File: src/hdl/rrts_pkg.sv
// Shared types and constants for the round-robin task scheduler.
`default_nettype none

package rrts_pkg;

  // Number of task slots in the slot table.
  localparam int SLOT_COUNT = 8;
  // Address width of the slot table.
  localparam int IDX_W      = (SLOT_COUNT > 1) ? $clog2(SLOT_COUNT) : 1;
  // Width of the allocation counter, which can hold SLOT_COUNT itself.
  localparam int ALLOC_W    = $clog2(SLOT_COUNT + 1);
  // Width of the created-task count; it saturates at its all-ones value.
  localparam int CNT_W      = 4;
  localparam logic [CNT_W-1:0] CNT_MAX = '1;
  localparam int TICK_W     = 32;

  typedef enum logic [1:0] {
    ST_UNUSED    = 2'd0,
    ST_ACTIVE    = 2'd1,
    ST_SUSPENDED = 2'd2,
    ST_COMPLETED = 2'd3
  } status_t;

  typedef enum logic [2:0] {
    ACT_TICK    = 3'd0,
    ACT_CREATE  = 3'd1,
    ACT_SUSPEND = 3'd2,
    ACT_RESUME  = 3'd3,
    ACT_END     = 3'd4,
    ACT_YIELD   = 3'd5,
    ACT_START   = 3'd6
  } act_t;

  // One slot table entry.
  typedef struct packed {
    status_t             status;
    logic [TICK_W-1:0]   wake;
  } entry_t;

  localparam int ENTRY_W = $bits(entry_t);

endpackage

`default_nettype wire

File: src/hdl/rrts_ram.sv
// Single-port-write, single-port-read synchronous RAM with registered read data.
`default_nettype none

module rrts_ram #(
  parameter int DEPTH = 8,
  parameter int WIDTH = 34,
  parameter int AW    = (DEPTH > 1) ? $clog2(DEPTH) : 1
) (
  input  wire logic             clk,
  input  wire logic             we,
  input  wire logic [AW-1:0]    waddr,
  input  wire logic [WIDTH-1:0] wdata,
  input  wire logic [AW-1:0]    raddr,
  output logic      [WIDTH-1:0] rdata
);

  logic [WIDTH-1:0] mem [DEPTH];

  always_ff @(posedge clk) begin
    if (we) begin
      mem[waddr] <= wdata;
    end
  end

  always_ff @(posedge clk) begin
    rdata <= mem[raddr];
  end

endmodule

`default_nettype wire

File: src/hdl/round_robin_task_scheduler.sv
// Top level of the round-robin task scheduler: command sequencer around the slot table RAM.
`default_nettype none

// A transaction is taken at a rising edge with start high and busy low, and its one
// result is shown on the out_ ports for exactly one cycle, marked by out_valid; the
// receiver cannot stall, so every result must be captured in that cycle. Slot status
// and wake tick live in a single RAM with one read port, and the reschedule walks the
// created slots round-robin one RAM read per cycle. A transaction is decoded first; a
// suspend of the running task or a resume of a created slot then does a read-modify-write
// of that slot, a reschedule scans the created slots, and the result cycle follows. Busy
// is low during the result cycle, so the next transaction may be presented then. After
// reset no RAM clearing pass is needed, because entries are only ever read below the
// allocation count.

module round_robin_task_scheduler (
  input  wire logic        clk,
  input  wire logic        rst_n,
  input  wire logic        start,
  output logic             busy,
  input  wire logic [2:0]  in_action,
  input  wire logic [31:0] in_delay_ticks,
  input  wire logic [2:0]  in_task_index,
  output logic             out_valid,
  output logic [2:0]       out_current_task,
  output logic             out_running,
  output logic             out_idle_wait,
  output logic             out_all_done,
  output logic [2:0]       out_created_slot,
  output logic             out_create_ok
);

  typedef enum logic [4:0] {
    S_IDLE   = 5'b00001,
    S_EXEC   = 5'b00010,
    S_RMW    = 5'b00100,
    S_SCAN   = 5'b01000,
    S_REPORT = 5'b10000
  } state_t;

  localparam int IDX_W   = rrts_pkg::IDX_W;
  localparam int CNT_W   = rrts_pkg::CNT_W;
  localparam int ALLOC_W = rrts_pkg::ALLOC_W;
  localparam int TICK_W  = rrts_pkg::TICK_W;

  state_t                    state_r, state_nxt;
  rrts_pkg::act_t            act_r, act_nxt;
  logic [TICK_W-1:0]         delay_r, delay_nxt;
  logic [2:0]                idx_r, idx_nxt;
  logic [TICK_W-1:0]         tick_r, tick_nxt;
  logic [CNT_W-1:0]          cur_r, cur_nxt;
  logic                      has_r, has_nxt;
  logic [CNT_W-1:0]          ct_r, ct_nxt;
  logic [ALLOC_W-1:0]        alloc_r, alloc_nxt;
  logic [CNT_W-1:0]          done_r, done_nxt;
  logic [2:0]                cslot_r, cslot_nxt;
  logic                      cok_r, cok_nxt;
  logic                      wake_mode_r, wake_mode_nxt;
  logic [CNT_W-1:0]          rd_ptr_r, rd_ptr_nxt;
  logic [CNT_W-1:0]          rd_left_r, rd_left_nxt;
  logic                      pv_r, pv_nxt;
  logic [CNT_W-1:0]          pa_r, pa_nxt;

  logic                      accept;
  logic                      go_scan;
  logic                      go_start;
  logic                      found;
  logic [CNT_W-1:0]          first_ptr;
  logic [CNT_W-1:0]          step_ptr;

  logic                      ram_we;
  logic [IDX_W-1:0]          ram_waddr;
  rrts_pkg::entry_t          ram_wdata;
  logic [IDX_W-1:0]          ram_raddr;
  rrts_pkg::entry_t          ram_rdata;
  logic [rrts_pkg::ENTRY_W-1:0] ram_rdata_raw;

  rrts_ram #(
    .DEPTH (rrts_pkg::SLOT_COUNT),
    .WIDTH (rrts_pkg::ENTRY_W),
    .AW    (IDX_W)
  ) u_table (
    .clk   (clk),
    .we    (ram_we),
    .waddr (ram_waddr),
    .wdata (ram_wdata),
    .raddr (ram_raddr),
    .rdata (ram_rdata_raw)
  );

  assign ram_rdata = rrts_pkg::entry_t'(ram_rdata_raw);

  // The command port is free in idle and during the result cycle.
  assign busy   = !((state_r == S_IDLE) || (state_r == S_REPORT));
  assign accept = start && !busy;

  // First slot after the current one, wrapping over the created slots.
  assign first_ptr = (cur_r + 1'b1 == ct_r) ? '0 : cur_r + 1'b1;
  assign step_ptr  = (rd_ptr_r + 1'b1 == ct_r) ? '0 : rd_ptr_r + 1'b1;

  // A scanned slot is taken if it is active, or, in a reschedule, if it is a sleeper
  // whose wake tick has passed.
  assign found = pv_r &&
                 ((ram_rdata.status == rrts_pkg::ST_ACTIVE) ||
                  (wake_mode_r && (ram_rdata.status == rrts_pkg::ST_SUSPENDED) &&
                   (tick_r >= ram_rdata.wake)));

  always_comb begin
    state_nxt     = state_r;
    act_nxt       = act_r;
    delay_nxt     = delay_r;
    idx_nxt       = idx_r;
    tick_nxt      = tick_r;
    cur_nxt       = cur_r;
    has_nxt       = has_r;
    ct_nxt        = ct_r;
    alloc_nxt     = alloc_r;
    done_nxt      = done_r;
    cslot_nxt     = cslot_r;
    cok_nxt       = cok_r;
    wake_mode_nxt = wake_mode_r;
    rd_ptr_nxt    = rd_ptr_r;
    rd_left_nxt   = rd_left_r;
    pv_nxt        = 1'b0;
    pa_nxt        = rd_ptr_r;
    go_scan       = 1'b0;
    go_start      = 1'b0;
    ram_we        = 1'b0;
    ram_waddr     = IDX_W'(cur_r);
    ram_wdata     = '0;
    ram_raddr     = IDX_W'(rd_ptr_r);

    case (state_r)
      S_IDLE, S_REPORT: begin
        if (accept) begin
          act_nxt   = rrts_pkg::act_t'(in_action);
          delay_nxt = in_delay_ticks;
          idx_nxt   = in_task_index;
          state_nxt = S_EXEC;
        end else begin
          state_nxt = S_IDLE;
        end
      end

      S_EXEC: begin
        cok_nxt   = 1'b0;
        cslot_nxt = '0;
        case (act_r)
          rrts_pkg::ACT_TICK: begin
            tick_nxt = tick_r + 1'b1;
            go_scan  = 1'b1;
          end
          rrts_pkg::ACT_CREATE: begin
            // Slots are never freed, so the first unused slot is the allocation count.
            if (alloc_r < ALLOC_W'(rrts_pkg::SLOT_COUNT)) begin
              ram_we           = 1'b1;
              ram_waddr        = IDX_W'(alloc_r);
              ram_wdata.status = rrts_pkg::ST_ACTIVE;
              ram_wdata.wake   = '0;
              alloc_nxt        = alloc_r + 1'b1;
              if (ct_r != rrts_pkg::CNT_MAX) begin
                ct_nxt = ct_r + 1'b1;
              end
              cslot_nxt = 3'(alloc_r);
              cok_nxt   = 1'b1;
            end
            state_nxt = S_REPORT;
          end
          rrts_pkg::ACT_SUSPEND: begin
            if (has_r) begin
              ram_raddr = IDX_W'(cur_r);
              state_nxt = S_RMW;
            end else begin
              go_scan = 1'b1;
            end
          end
          rrts_pkg::ACT_RESUME: begin
            if ({1'b0, idx_r} < ct_r) begin
              ram_raddr = IDX_W'(idx_r);
              state_nxt = S_RMW;
            end else begin
              go_scan = 1'b1;
            end
          end
          rrts_pkg::ACT_END: begin
            // The current slot is always active, so it moves to completed here.
            if (has_r) begin
              ram_we           = 1'b1;
              ram_waddr        = IDX_W'(cur_r);
              ram_wdata.status = rrts_pkg::ST_COMPLETED;
              ram_wdata.wake   = '0;
              done_nxt         = done_r + 1'b1;
            end
            go_scan = 1'b1;
          end
          rrts_pkg::ACT_YIELD: begin
            go_scan = 1'b1;
          end
          rrts_pkg::ACT_START: begin
            go_start = 1'b1;
          end
          default: begin
            state_nxt = S_REPORT;
          end
        endcase
      end

      S_RMW: begin
        if (act_r == rrts_pkg::ACT_SUSPEND) begin
          ram_we           = 1'b1;
          ram_waddr        = IDX_W'(cur_r);
          ram_wdata.status = rrts_pkg::ST_SUSPENDED;
          ram_wdata.wake   = (delay_r != '0) ? tick_r + delay_r : ram_rdata.wake;
        end else if (ram_rdata.status == rrts_pkg::ST_SUSPENDED) begin
          ram_we           = 1'b1;
          ram_waddr        = IDX_W'(idx_r);
          ram_wdata.status = rrts_pkg::ST_ACTIVE;
          ram_wdata.wake   = ram_rdata.wake;
        end
        go_scan = 1'b1;
      end

      S_SCAN: begin
        if (found) begin
          cur_nxt   = pa_r;
          has_nxt   = 1'b1;
          // Only the chosen slot can be woken, since it is picked at once.
          if (ram_rdata.status == rrts_pkg::ST_SUSPENDED) begin
            ram_we           = 1'b1;
            ram_waddr        = IDX_W'(pa_r);
            ram_wdata.status = rrts_pkg::ST_ACTIVE;
            ram_wdata.wake   = ram_rdata.wake;
          end
          state_nxt = S_REPORT;
        end else if (pv_r && (rd_left_r == '0)) begin
          state_nxt = S_REPORT;
        end else if (rd_left_r != '0) begin
          ram_raddr   = IDX_W'(rd_ptr_r);
          pv_nxt      = 1'b1;
          pa_nxt      = rd_ptr_r;
          rd_ptr_nxt  = step_ptr;
          rd_left_nxt = rd_left_r - 1'b1;
        end
      end

      default: begin
        state_nxt = S_IDLE;
      end
    endcase

    if (go_scan) begin
      has_nxt       = 1'b0;
      wake_mode_nxt = 1'b1;
      rd_ptr_nxt    = first_ptr;
      rd_left_nxt   = ct_r;
      state_nxt     = (ct_r == '0) ? S_REPORT : S_SCAN;
    end

    if (go_start) begin
      tick_nxt      = '0;
      cur_nxt       = '0;
      has_nxt       = 1'b0;
      wake_mode_nxt = 1'b0;
      rd_ptr_nxt    = '0;
      rd_left_nxt   = ct_r;
      state_nxt     = (ct_r == '0) ? S_REPORT : S_SCAN;
    end
  end

  always_ff @(posedge clk) begin
    if (!rst_n) begin
      state_r     <= S_IDLE;
      tick_r      <= '0;
      cur_r       <= '0;
      has_r       <= 1'b0;
      ct_r        <= '0;
      alloc_r     <= '0;
      done_r      <= '0;
      cslot_r     <= '0;
      cok_r       <= 1'b0;
      wake_mode_r <= 1'b0;
      rd_left_r   <= '0;
      pv_r        <= 1'b0;
    end else begin
      state_r     <= state_nxt;
      tick_r      <= tick_nxt;
      cur_r       <= cur_nxt;
      has_r       <= has_nxt;
      ct_r        <= ct_nxt;
      alloc_r     <= alloc_nxt;
      done_r      <= done_nxt;
      cslot_r     <= cslot_nxt;
      cok_r       <= cok_nxt;
      wake_mode_r <= wake_mode_nxt;
      rd_left_r   <= rd_left_nxt;
      pv_r        <= pv_nxt;
    end
  end

  // Payload registers of the command and the scan pointer need no reset.
  always_ff @(posedge clk) begin
    act_r    <= act_nxt;
    delay_r  <= delay_nxt;
    idx_r    <= idx_nxt;
    rd_ptr_r <= rd_ptr_nxt;
    pa_r     <= pa_nxt;
  end

  // Results come straight from registers during the result cycle. All created slots
  // are done when the completed count reaches the created count.
  assign out_valid        = (state_r == S_REPORT);
  assign out_current_task = has_r ? 3'(cur_r) : 3'd0;
  assign out_running      = has_r;
  assign out_all_done     = !has_r && (done_r == ct_r);
  assign out_idle_wait    = !has_r && (done_r != ct_r);
  assign out_created_slot = cslot_r;
  assign out_create_ok    = cok_r;

  // A selected task always lies among the created slots.
  a_cur_in_range: assert property (@(posedge clk) disable iff (!rst_n)
    has_r |-> (cur_r < ct_r))
    else $error("current slot outside the created slots");

  // Completed tasks never outnumber created tasks.
  a_done_bound: assert property (@(posedge clk) disable iff (!rst_n)
    done_r <= ct_r)
    else $error("completed count exceeds created count");

  // A taken transaction is always decoded in the following cycle.
  a_accept_exec: assert property (@(posedge clk) disable iff (!rst_n)
    accept |=> (state_r == S_EXEC))
    else $error("accepted transaction not decoded");

  // The slot table is never written during the result cycle or in idle.
  a_no_write_idle: assert property (@(posedge clk) disable iff (!rst_n)
    ((state_r == S_IDLE) || (state_r == S_REPORT)) |-> !ram_we)
    else $error("slot table written outside a transaction");

  // A scan read is only outstanding while scanning.
  a_pipe_in_scan: assert property (@(posedge clk) disable iff (!rst_n)
    pv_r |-> (state_r == S_SCAN))
    else $error("scan read outstanding outside the scan");

endmodule

`default_nettype wire
File: config.mk
export PLATFORM = sky130hd
export DESIGN_NAME = round_robin_task_scheduler
export DESIGN_NICKNAME = d
export VERILOG_FILES = /design/src/hdl/rrts_pkg.sv /design/src/hdl/rrts_ram.sv /design/src/hdl/round_robin_task_scheduler.sv
export SDC_FILE = /design/constraint.sdc
export NUM_CORES = 1
export LEC_CHECK = 0
export BUFFER_PORTS_ARGS = -buffer_cell sky130_fd_sc_hd__buf_4
export CORE_MARGIN = 1
export CORE_UTILIZATION = 45
export CTS_CLUSTER_DIAMETER = 120
export DETAILED_ROUTE_END_ITERATION = 6
export MAX_ROUTING_LAYER = met4
export PLACE_DENSITY = 0.7
export SLEW_MARGIN = 20
export SYNTH_ARGS = -nofsm -noshare
export SYNTH_HDL_FRONTEND = slang
export SYNTH_SLANG_ARGS = --single-unit
File: constraint.sdc
create_clock -name clk -period 11.8 [get_ports clk]
set_input_delay 0.59 -clock clk [delete_from_list [all_inputs] [get_ports clk]]
set_output_delay 0.59 -clock clk [all_outputs]
set_load 0.05 [all_outputs]
Word level (Yosys, flattened, before mapping)
Memories as Yosys holds them, arrays and structs flattened. A register that Yosys moved wholly into a read port is not among the register bits.
Index checks and enable logic that the tools add are counted.

operators by class
  add/subtract/negate cells = 8
  $lt $le $gt $ge = 3
  equal/unequal tests = 27
  muxes and demuxes = 62
  bitwise gates (word level) = 2
  reduce and logical (&&, ||, !) cells = 35

operators by type and width
  operator               number
  $pmux 34 s3            1
  $mux 33                3
  $mux 34                2
  $pmux 34 s2            1
  $mux 4                 13
  $mux 3                 12
  $mux 5                 7
  $add 32x1->32 const B  1
  $add 32x32->32         1
  $ge 32x32->1           1
  $mux 32                1
  $reduce_bool 32->1     1
  $add 4x1->4 const B    5
  $pmux 5 s4             1
  $ne 5x5->1 const B     3
  $pmux 5 s3             1
  $mux 1                 13
  $eq 4x4->1             3
  $reduce_and 4->1       3
  $eq 3x3->1 const B     3
  $ne 3x3->1 const B     3
  $pmux 3 s3             1
  $logic_not 4->1        2
  $ne 4x4->1 const B     2
  32 further kinds       53

word-level totals
  register bits = 110
  bits in writable memories = 272
  logic and storage cells = 155
  memories = 1

memory list
  name         words  bits a word  rd ports  clocked after memory_dff  wr ports  line            source
  u_table.mem  8      34           1         1                         1         rrts_ram.sv:17  logic [WIDTH-1:0] mem [DEPTH];

Depth between registers and ports, before layout
Gate-level depths: netlist of the first run.

  word-level depth = 9
  depth in mapped cells = 15

Cells and area by module
Synthesis of the first run repeated with hierarchy kept, for this count alone.

unflattened totals
  cells, all modules = 1355
  area total of the unflattened synthesis = 18818.0 um^2

by module, submodules not included
  module                      instances  cells an instance  area each (um^2)  seq. area each (um^2)
  rrts_ram                    1          441                11083.1           8848.5
  round_robin_task_scheduler  1          914                7734.9            2582.5

Worst setup path after synthesis of the first run
No wires, ideal clock.

  path type = register to register
  from = register tick_r[0]
  to = memory u_table.mem[4][0], enable pin
  arrival time = 4732 ps
  slack = 6600 ps
  stages on the path, launching flop included = 13
  period minus slack after synthesis = 5200 ps
  cell sequence = dfxtp_1 -> inv_1 -> ha_1 -> nand2b_1 -> a2111o_1 -> a311oi_1 -> o21ai_1 -> a31oi_2 -> nor2b_1 -> o21ai_0 -> a2bb2oi_1 -> or2_1 -> nor3_1

on the way
  longest elaborated chain between the ends = 8

ends and longest elaborated chain
  element                       line                               source
  start: declaration            round_robin_task_scheduler.sv:49   logic [TICK_W-1:0] tick_r, tick_nxt;
  start signal: assignment      round_robin_task_scheduler.sv:285  tick_r <= tick_nxt;
  $ge 32x32->1 *                round_robin_task_scheduler.sv:105  (tick_r >= ram_rdata.wake)));
  $logic_and 1x1->1 *           round_robin_task_scheduler.sv:104  (wake_mode_r && (ram_rdata.status == rrts_pkg::ST_SUSPENDED) &&
  $logic_or 1x1->1 *            round_robin_task_scheduler.sv:103  ((ram_rdata.status == rrts_pkg::ST_ACTIVE) ||
  $logic_and 1x1->1 *           round_robin_task_scheduler.sv:102  assign found = pv_r &&
  $mux 1                        round_robin_task_scheduler.sv:223  if (found) begin
  $pmux 1 s3                    round_robin_task_scheduler.sv:132  case (state_r)
  $mux 1                        rrts_ram.sv:20                     if (we) begin
  $mux 1 (implied by the code)  rrts_ram.sv:21                     mem[waddr] <= wdata;
  end: declaration              rrts_ram.sv:17

Mark *: on every way between the ends. The rest lies on a longest branch, timed or not.

==> results of run 1 <==
[metal layers]
layer,part of all wire,track usage,up-vias
li1,-,-,6190
met1,0.45,0.306,6506
met2,0.46,0.353,428
met3,0.061,0.0317,86
met4,0.027,0.0808,0
met5,0,-,-
[power by group]
part           total [mW]  switching (mW)  internal (mW)
clock                1.35           0.569          0.784
combinational       0.413           0.271          0.142
sequential           1.60          0.0207           1.58
total                3.37           0.861           2.51
[registers in the layout, indices dropped and copies added (netlist names)]
register / cells
u_table.rdata: 34
delay_r: 32
cur_r: 4
wake_mode_r: 1
rd_left_r: 4
ct_r: 4
idx_r: 3
out_running: 1
out_created_slot: 3
rd_ptr_r: 4
state_r: 5
done_r: 4
pa_r: 4
u_table.mem: 272
alloc_r: 4
pv_r: 1
out_create_ok: 1
tick_r: 32
act_r: 3
[worst max path at each step]
stage                                         to  slack [ns]              startpoint
floorplan            u_table.mem[4][0]$_DFFE_PP_        6.60  tick_r[0]$_SDFFE_PP0P_
CTS                 u_table.mem[7][15]$_DFFE_PP_        7.45      act_r[1]$_DFFE_PP_
global route        u_table.mem[0][15]$_DFFE_PP_        7.12      act_r[1]$_DFFE_PP_
finish              u_table.mem[0][15]$_DFFE_PP_        7.20      act_r[1]$_DFFE_PP_
global placement    u_table.mem[4][15]$_DFFE_PP_        7.58      act_r[1]$_DFFE_PP_
detailed placement  u_table.mem[2][15]$_DFFE_PP_        7.50      act_r[1]$_DFFE_PP_
[placed cells by master (no fill, tap or decap), types with 8 or more instances in the layout]
cell type  instances
and3_1            45
nor3_1            19
nor4_1            10
nand2_1          301
clkbuf_1          11
and2_1            14
buf_4             64
nand3_1           92
nand4_1           18
xor2_1            37
clkbuf_16         43
o21ai_0           62
mux2i_1           40
a21oi_1           77
a32oi_1           34
nor2_1            83
dfxtp_1          106
a211oi_1           8
or3_1             10
edfxtp_1         310
ha_1              74
o211ai_1          10
xnor2_1           45
nor2b_1           12
a21o_1            13
inv_1             55
clkinv_2          10
nand2b_1          10
[kinds of logic (layout without fill, tap and decap cells)]
kind of cell	count (synthesis)	in the layout	share of synthesized area
simple gates	653	653	0.163
flops	416	416	0.603
compound gates	283	283	0.0981
buf+inv	121	200	0.0266
xor+xnor	82	82	0.0379
fa+ha+maj	75	75	0.0499
mux	40	40	0.0211
[metrics by stage]
step / instance area, um2 / setup WS, ns / power, mW
after detailed placement: 19900 / 7.50 / 2.04
after floorplan: 18900 / 6.60 / 1.95
after global placement: 19900 / 7.58 / 2.04
final: 21300 / 7.20 / 3.37
after CTS: 21300 / 7.45 / 3.38
after global routing: 21300 / 7.12 / 3.49
[cell type report]
| cell class | instances | area share |
|---|---|---|
| Tap cell | 532 | 0.0313 |
| Inverter | 56 | 0.00988 |
| Clock buffer | 57 | 0.0544 |
| Multi-Input combinational cell | 1133 | 0.332 |
| Clock inverter | 22 | 0.0115 |
| Sequential cell | 416 | 0.537 |
| Timing Repair Buffer | 65 | 0.0239 |
==> impl_metrics.ini, run 1 <==
[run_status]
status = finished clean

[routing]
routed-via-count = 13210
drt_iter0_drc = 1150
viasPerCell = 5.79
ant_nets = 0
drc_errors = 0
drt_wl_total_um = 47100
wl_per_cell_um = 20.6
first_pass_iters = 6

[floorplanning]
die_w_um = 207
die_height_um = 207
boundaryPins = 53
row_count = 74
dieArea_um2 = 42900
floorplan.initialDensity = 0.460
coreArea_um2 = 41200

[clock_tree]
cts_tree = yes
post_cts_buffers = 0
numCtsBuffers = 43
clock_sinks = 416
h-tree-depth = 2
hold_buffers = 0
postCtsResizedCells = 0
path_clk_slew_ns = 0.06
clock_path_buffers = 3
clock_latency_ns = 0.58
cts_root_buffer = clkbuf_16

[yosys]
synth_top_area_frac = 0.491
synth.area.top_cells = edfxtp_1 49%, dfxtp_1 11%, nand2_1 6.0%
synth.net_count = 1786
syn_inst = 1670
async_flop_share = 0
synth_edf_count = 310
seq_area_frac_synth = 0.603
yosysWarnings = 0
synth_top_cell_by_area = edfxtp_1
yosysUniqueCellTypes = 76
synthMostInstantiatedCell = edfxtp_1
synthesis.area_um2 = 18900
synthFlopType = edfxtp_1
synthTopCellsByCount = 310 x edfxtp_1, 301 x nand2_1, 106 x dfxtp_1
yosys_register_bits = 416
avgSynthCellArea_um2 = 11.3

[timing]
tns_ns = 0
setup_violations = 0
slew_headroom = 0.236
clock_skew_ns = 0.0116
rsz0062_at_grt = no
fmax_mhz = 217
period_share = 0.390
hold_slack_ns = 0.184
final_hold_viol_count = 0
maxSlewViolCount = 0
worst_slew_pin_slew_ns = 1.14
period_needed_ns = 4.60

[power]
pwr_density_cell_nw_per_um2 = 158
ir_drop_mv = 0.0894
cellLeakagePower_nw = 7.97

[worst_setup_path]
cp_data_arrival_time_ns = 4.85
cp_max_fo = 12
reg2reg_depth = 8
worstReg2RegEnd = u_table.mem[0][15]$_DFFE_PP_
required_ns = 12.04
slowest_delay_ns = 0.79
crit_family = simple AND/OR/NAND/NOR gates
start_kind = flop
cpMostUsedCell = nor2_1
cp-end-kind = flop
crit_buf_inv = 1
worst-r2r-setup-slack_ns = 7.20
r2r_start = act_r[1]$_DFFE_PP_
worstSetupPathDepth = 8
path_cells = nor2b_1 > nand2b_1 > nor2_1 > nor2_1 > o21ai_1 > buf_4 > a21oi_1 > o21ai_0
critical_path_class = flop to flop
cpMaxStageDelayCell = nor2_1

[global_routing]
first_global_vias = 12813
gr-total-overflow = 0
grt_usage = 0.227
grt_max_degree = 77
antenna_found_initial = 0
grt_pass1_wl_um = 73900

[hold_path]
whs_endpoint = idx_r[0]$_DFFE_PP_
holdCritPathClass = input pin to flop
min_path_cells = 1
min_from = in_task_index[0]

[layout]
regArea_um2 = 11400
synthToLayoutAreaGrowth_pct = 12.4
fin_util = 0.517
finalNetCount = 1831
multi_input_area_um2 = 7060
num_antenna_cells = 0
drive_gt1_frac = 0.0938
layout.cells.non_filler = 2281
nFillCells = 3524

[placed_design]
portBuffers = 52
place_congestion = 0.943
place_inst = 2201
hpwl_um = 30400

[run]
drv_cap = 0
(Power assumes the default switching activity.)
==> inputs of run 2 (changes only) <==
clock period = 4.6 ns   (was 11.8 ns; I/O delays follow)
==> run 2 against run 1 <==
Against the previous run: flip-flop and latch count stayed put; clock power increased to 2.7 times the previous value; final cell count up 2.9%; power rose to 2.7 times the previous value; clock-buffer cell count increased by 2; die area is the same; sequential share of layout area decreased by 1.9 points; combinational power grew to 2.8 times the previous value; register-to-register slack got worse by 6.6 ns; maximum frequency increased by 15%; utilization up 1.9 points; setup slack lost 6.6 ns; critical path type unchanged; largest cell class unchanged; highest routed layer unchanged.
==> impl_metrics.ini, run 2 (synthesis gave the netlist of run 1 again) <==
[run_status]
status = finished clean

[placed_design]
post_dp_cell_area_um2 = 20100
portBuffers = 52
hpwl_um = 31200
pre_cts_ws_ns = 0.636
place_congestion = 0.953
place_inst = 2226

[worst_setup_path]
required_ns = 4.89
critical_path_class = flop to flop
cp-end-kind = flop
path_cells = inv_1 > ha_1 > nand2b_1 > a2111o_1 > a311oi_1 > o21ai_1 > a31oi_2 > nor2b_1 > a21oi_1 > a2bb2oi_1 > and2b_1 > and3_2 > buf_4
cp_data_arrival_time_ns = 4.29
startpoint = tick_r[0]$_SDFFE_PP0P_
worst-r2r-setup-slack_ns = 0.60
cpMaxStageDelayCell = and3_2
start_kind = flop
cp_max_fo = 18
r2r_start = tick_r[0]$_SDFFE_PP0P_
slowest_delay_ns = 0.61

[global_routing]
antenna_found_initial = 0
grt_max_degree = 51
gr-total-overflow = 0
grt_usage = 0.232
first_global_vias = 12983
grt_pass1_wl_um = 74900

[clock_tree]
h-tree-depth = 2
clock_sinks = 416
path_clk_slew_ns = 0.07
post_cts_buffers = 0
hold_buffers = 39
cts_root_buffer = clkbuf_16
cts_tree = yes
clock_latency_ns = 0.59
clock_path_buffers = 3
numCtsBuffers = 44
postCtsResizedCells = 0

[floorplanning]
die_w_um = 207
boundaryPins = 53
floorplan.initialDensity = 0.460
dieArea_um2 = 42900
die_height_um = 207
coreArea_um2 = 41200
row_count = 74

[hold_path]
holdCritPathClass = input pin to flop
min_from = in_delay_ticks[13]

[run]
drv_cap = 0

[timing]
worst_slew_pin_slew_ns = 1.11
final_hold_viol_count = 0
fmax_mhz = 250
setup_violations = 0
worst_slack_ns = 0.604
period_share = 0.869
tns_ns = 0
clock_skew_ns = 0.0248
period_needed_ns = 4.00
maxSlewViolCount = 0
rsz0062_at_grt = no
slew_headroom = 0.252

[power]
pwr_density_cell_nw_per_um2 = 406
clkPwrFrac = 0.414
ir_drop_mv = 0.283
intPower_mw = 6.66
finalPower_mw = 8.95
cellLeakagePower_nw = 8.35
p_sw_frac = 0.256
seqPwrFrac = 0.459
p_sw_mw = 2.29
combPwrFrac = 0.127

[routing]
wl_per_cell_um = 20.4
drc_errors = 0
routed-via-count = 13470
ant_nets = 0
drt_wl_total_um = 47900
first_pass_iters = 6
viasPerCell = 5.74
drt_iter0_drc = 1159

[layout]
max_flop_register = u_table.mem
finalNetCount = 1895
num_antenna_cells = 0
fin_area_um2 = 22100
synthToLayoutAreaGrowth_pct = 16.5
most-common-layout-cells = 310 x edfxtp_1, 301 x nand2_1, 106 x dfxtp_1, 92 x nand3_1, 83 x nor2_1
layout.cells.non_filler = 2347
top_regs = u_table.mem x272, u_table.rdata x34
drive_gt1_frac = 0.107
final_common_cell = edfxtp_1
largest_reg_flops = 272
run 2: path summary, 6_finish.rpt:
path	to	cells past startpoint
worst max-delay path	u_table.mem[3][19]$_DFFE_PP_	13
worst max register to register	u_table.mem[3][19]$_DFFE_PP_	13
worst min-delay path	delay_r[13]$_DFFE_PP_	2
worst min register to register	pa_r[3]$_DFF_P_	0
run 2: power by group through the flow:
stage	clock network, mW	logic (mW)	registers [mW]
6_report	3.70	1.14	4.11
4_1_cts	3.75	1.14	4.10
3_3_place_gp	0	1.08	4.18
5_1_grt	3.89	1.27	4.11
3_5_place_dp	0	1.11	4.18
2_1_floorplan	0	0.833	4.16
run 2: layer usage:
layer,track usage,wire length (um),part of all wire,vias up
li1,-,-,-,6321
met1,0.309,21000,0.44,6529
met2,0.367,22500,0.47,534
met3,0.0296,3140,0.066,86
met4,0.0800,1260,0.026,0
met5,-,0,0,-
run 2: through the flow:
| step | util | hold slack [ns] |
|---|---|---|
| final | 0.535 | 0.370 |
| after global routing | 0.535 | 0.363 |
| after CTS | 0.535 | 0.336 |
| after detailed placement | 0.488 | 0.402 |
| after global placement | 0.488 | 0.392 |
| after floorplan | - | 0.329 |
run 2: layout make-up:
class / instances / area, um2
Clock buffer: 59 / 1270
Clock inverter: 23 / 272
Fill cell: 3449 / 19100
Inverter: 56 / 210
Multi-Input combinational cell: 1133 / 7060
Sequential cell: 416 / 11400
Tap cell: 532 / 666
Timing Repair Buffer: 128 / 1150
run 2: critical path: cells and delay by family, from the launching register on:
family                     cells  cell delay [ns]
and+or+nand+nor                4             1.10
buffers and inverters          2             0.38
adders and majority gates      1             0.29
AOI/OAI and AO/OA              6             1.49
DFF                            1             0.44
==> inputs of run 3 (changes only) <==
CORE_ASPECT_RATIO = 1.5   (was not set)
SYNTH_HIERARCHICAL = 1   (was not set)
==> run 3 against run 2 <==
Against the previous run: setup slack lost 0.20 ns; critical endpoint is now u_table/mem[0][22]$_DFFE_PP_; critical path type unchanged; sequential power hardly changed; non-clock buffer count down 12; largest cell class unchanged; largest power group unchanged; highest routed layer unchanged.
==> impl_metrics.ini, run 3 <==
[global_routing]
grt_max_degree = 59
gr-total-overflow = 0
grt_usage = 0.208
first_global_vias = 11506
grt_pass1_wl_um = 65700
antenna_found_initial = 2

[clock_tree]
cts_tree = yes
clock_latency_ns = 0.56
clock_path_buffers = 3
clock_sinks = 416
cts_root_buffer = clkbuf_16
post_cts_buffers = 0
h-tree-depth = 2
path_clk_slew_ns = 0.06
numCtsBuffers = 38

[floorplanning]
die_w_um = 169
floorplan.initialDensity = 0.457
coreArea_um2 = 41200
boundaryPins = 53
die_height_um = 252
row_count = 91
dieArea_um2 = 42700

[timing]
worst_slew_pin_slew_ns = 1.10
slew_headroom = 0.256
fmax_mhz = 238
final_hold_viol_count = 0
maxSlewViolCount = 0
period_needed_ns = 4.20
setup_violations = 0
rsz0062_at_grt = no
clock_skew_ns = 0.0271
period_share = 0.912
tns_ns = 0
worst_slack_ns = 0.403

[worst_setup_path]
worstReg2RegEnd = u_table/mem[0][22]$_DFFE_PP_
path_cells = ha_1 > fa_1 > a21o_1 > a21oi_1 > o21ai_0 > a221o_1 > a21oi_1 > o21ai_1 > a31oi_2 > o21bai_1 > a21oi_1 > xor2_1 > o21ai_0
r2r_start = delay_r[0]$_DFFE_PP_
cp-end-kind = flop
startpoint = delay_r[0]$_DFFE_PP_
worstSetupPathDepth = 13
required_ns = 4.84
cp_data_arrival_time_ns = 4.44
cp_max_fo = 8
start_kind = flop
critical_path_class = flop to flop
crit_buf_inv = 0
worst-r2r-setup-slack_ns = 0.40
crit_family = compound AO/OA/AOI/OAI gates
slowest_delay_ns = 0.67
endpoint = u_table/mem[0][22]$_DFFE_PP_
reg2reg_depth = 13
cpMostUsedCell = a21oi_1
cpMaxStageDelayCell = o21ai_0

[placed_design]
pre_cts_ws_ns = 0.304
hpwl_um = 28300
portBuffers = 52
place_congestion = 0.896

[routing]
routed-via-count = 11571
ant_nets = 0
drt_wl_total_um = 42400
drt_iter0_drc = 787
viasPerCell = 5.64
first_pass_iters = 5
wl_per_cell_um = 20.6
drc_errors = 0

[layout]
final_common_cell = edfxtp_1
finalNetCount = 1581
most-common-layout-cells = 310 x edfxtp_1, 106 x dfxtp_1, 85 x nand2_1, 81 x nor2_1, 74 x ha_1
num_antenna_cells = 0
drive_gt1_frac = 0.167
synthToLayoutAreaGrowth_pct = 14.9
largest_reg_flops = 272
nFillCells = 3425
max_flop_register = u_table/mem
top_regs = u_table/mem x272, u_table/rdata x34

[yosys]
synth_top_cell_by_area = edfxtp_1
seq_area_frac_synth = 0.607
synth.area.top_cells = edfxtp_1 49%, dfxtp_1 11%, mux4_2 6.7%
synthFlopType = edfxtp_1
synthTopCellsByCount = 310 x edfxtp_1, 106 x dfxtp_1, 88 x nor2_1
synth.net_count = 1471
synthMostInstantiatedCell = edfxtp_1
yosys_register_bits = 416
async_flop_share = 0
yosysUniqueCellTypes = 74
yosysWarnings = 6
synth_top_area_frac = 0.495
synth_edf_count = 310
syn_inst = 1355
avgSynthCellArea_um2 = 13.9
synthesis.area_um2 = 18800

[run]
drv_cap = 0

[power]
ir_drop_mv = 0.269
pwr_density_cell_nw_per_um2 = 362
cellLeakagePower_nw = 6.93

[hold_path]
holdCritPathClass = input pin to flop

[run_status]
status = finished clean
## run 3: layout make-up
| type | instances | area [um2] | share of cell area |
|---|---|---|---|
| inverter | 52 | 195 | 0.00902 |
| sequential | 416 | 11400 | 0.528 |
| clock buffer | 53 | 1050 | 0.0484 |
| multi-input combinational | 841 | 7040 | 0.325 |
| clock inverter | 17 | 130 | 0.00602 |
| timing repair buffer | 116 | 1090 | 0.0504 |
| tap | 558 | 698 | 0.0323 |
## run 3: stage by stage
step	cell area (um2)	hold WS, ns	total power [mW]	instances	util
final	21600	0.0235	7.82	2053	0.525
after global placement	20100	0.407	4.87	1945	0.487
after detailed placement	20100	0.410	4.87	1945	0.487
after floorplan	18800	0.329	4.75	1355	-
after CTS	21600	0.0147	7.90	2053	0.525
after global routing	21600	0.0684	8.08	2053	0.525
## run 3: cell families (layout without fill, tap and decap cells)
| family | after synthesis | count (layout) | share of synthesized area |
|---|---|---|---|
| DFF | 416 | 416 | 0.607 |
| and+or+nand+nor | 329 | 329 | 0.0874 |
| AOI/OAI and AO/OA | 246 | 246 | 0.0812 |
| muxes | 112 | 112 | 0.113 |
| buffers and inverters | 98 | 238 | 0.0235 |
| xor gates and xnor gates | 79 | 79 | 0.0368 |
| adders and majority gates | 75 | 75 | 0.0503 |
## run 3: per-layer routing
layer | wire length [um] | global-route usage
met5 | 0 | -
met4 | 1240 | 0.0698
met3 | 2000 | 0.0208
met2 | 21200 | 0.351
met1 | 17900 | 0.262
## run 3: worst min-delay path by stage
| stage | start | to | depth (start not counted) |
|---|---|---|---|
| 5_1_grt | rst_n | state_r[0]$_SDFFE_PN1P_ | 2 |
| 4_1_cts | rst_n | state_r[0]$_SDFFE_PN1P_ | 2 |
| 2_1_floorplan | in_action[0] | act_r[0]$_DFFE_PP_ | 0 |
| 3_5_place_dp | in_delay_ticks[20] | delay_r[20]$_DFFE_PP_ | 1 |
| 6_report | rst_n | state_r[0]$_SDFFE_PN1P_ | 2 |
| 3_3_place_gp | rd_ptr_r[3]$_SDFFE_PP0P_ | pa_r[3]$_DFF_P_ | 0 |
## run 3: report_power, final
| group | leakage [nW] | internal, mW | switching (mW) |
|---|---|---|---|
| Combinational | 3.19 | 0.342 | 0.363 |
| Sequential | 3.16 | 4.05 | 0.0544 |
| Clock | 0.578 | 1.66 | 1.35 |
| Total | 6.93 | 6.05 | 1.77 |
## run 3: repair_timing
| item | CTS | global route |
|---|---|---|
| endpoints found under the setup margin | 0 | 16 |
| resized for setup | 0 | 2 |
| endpoints found under the hold margin | 38 | 0 |
| hold buffers | 38 | 0 |
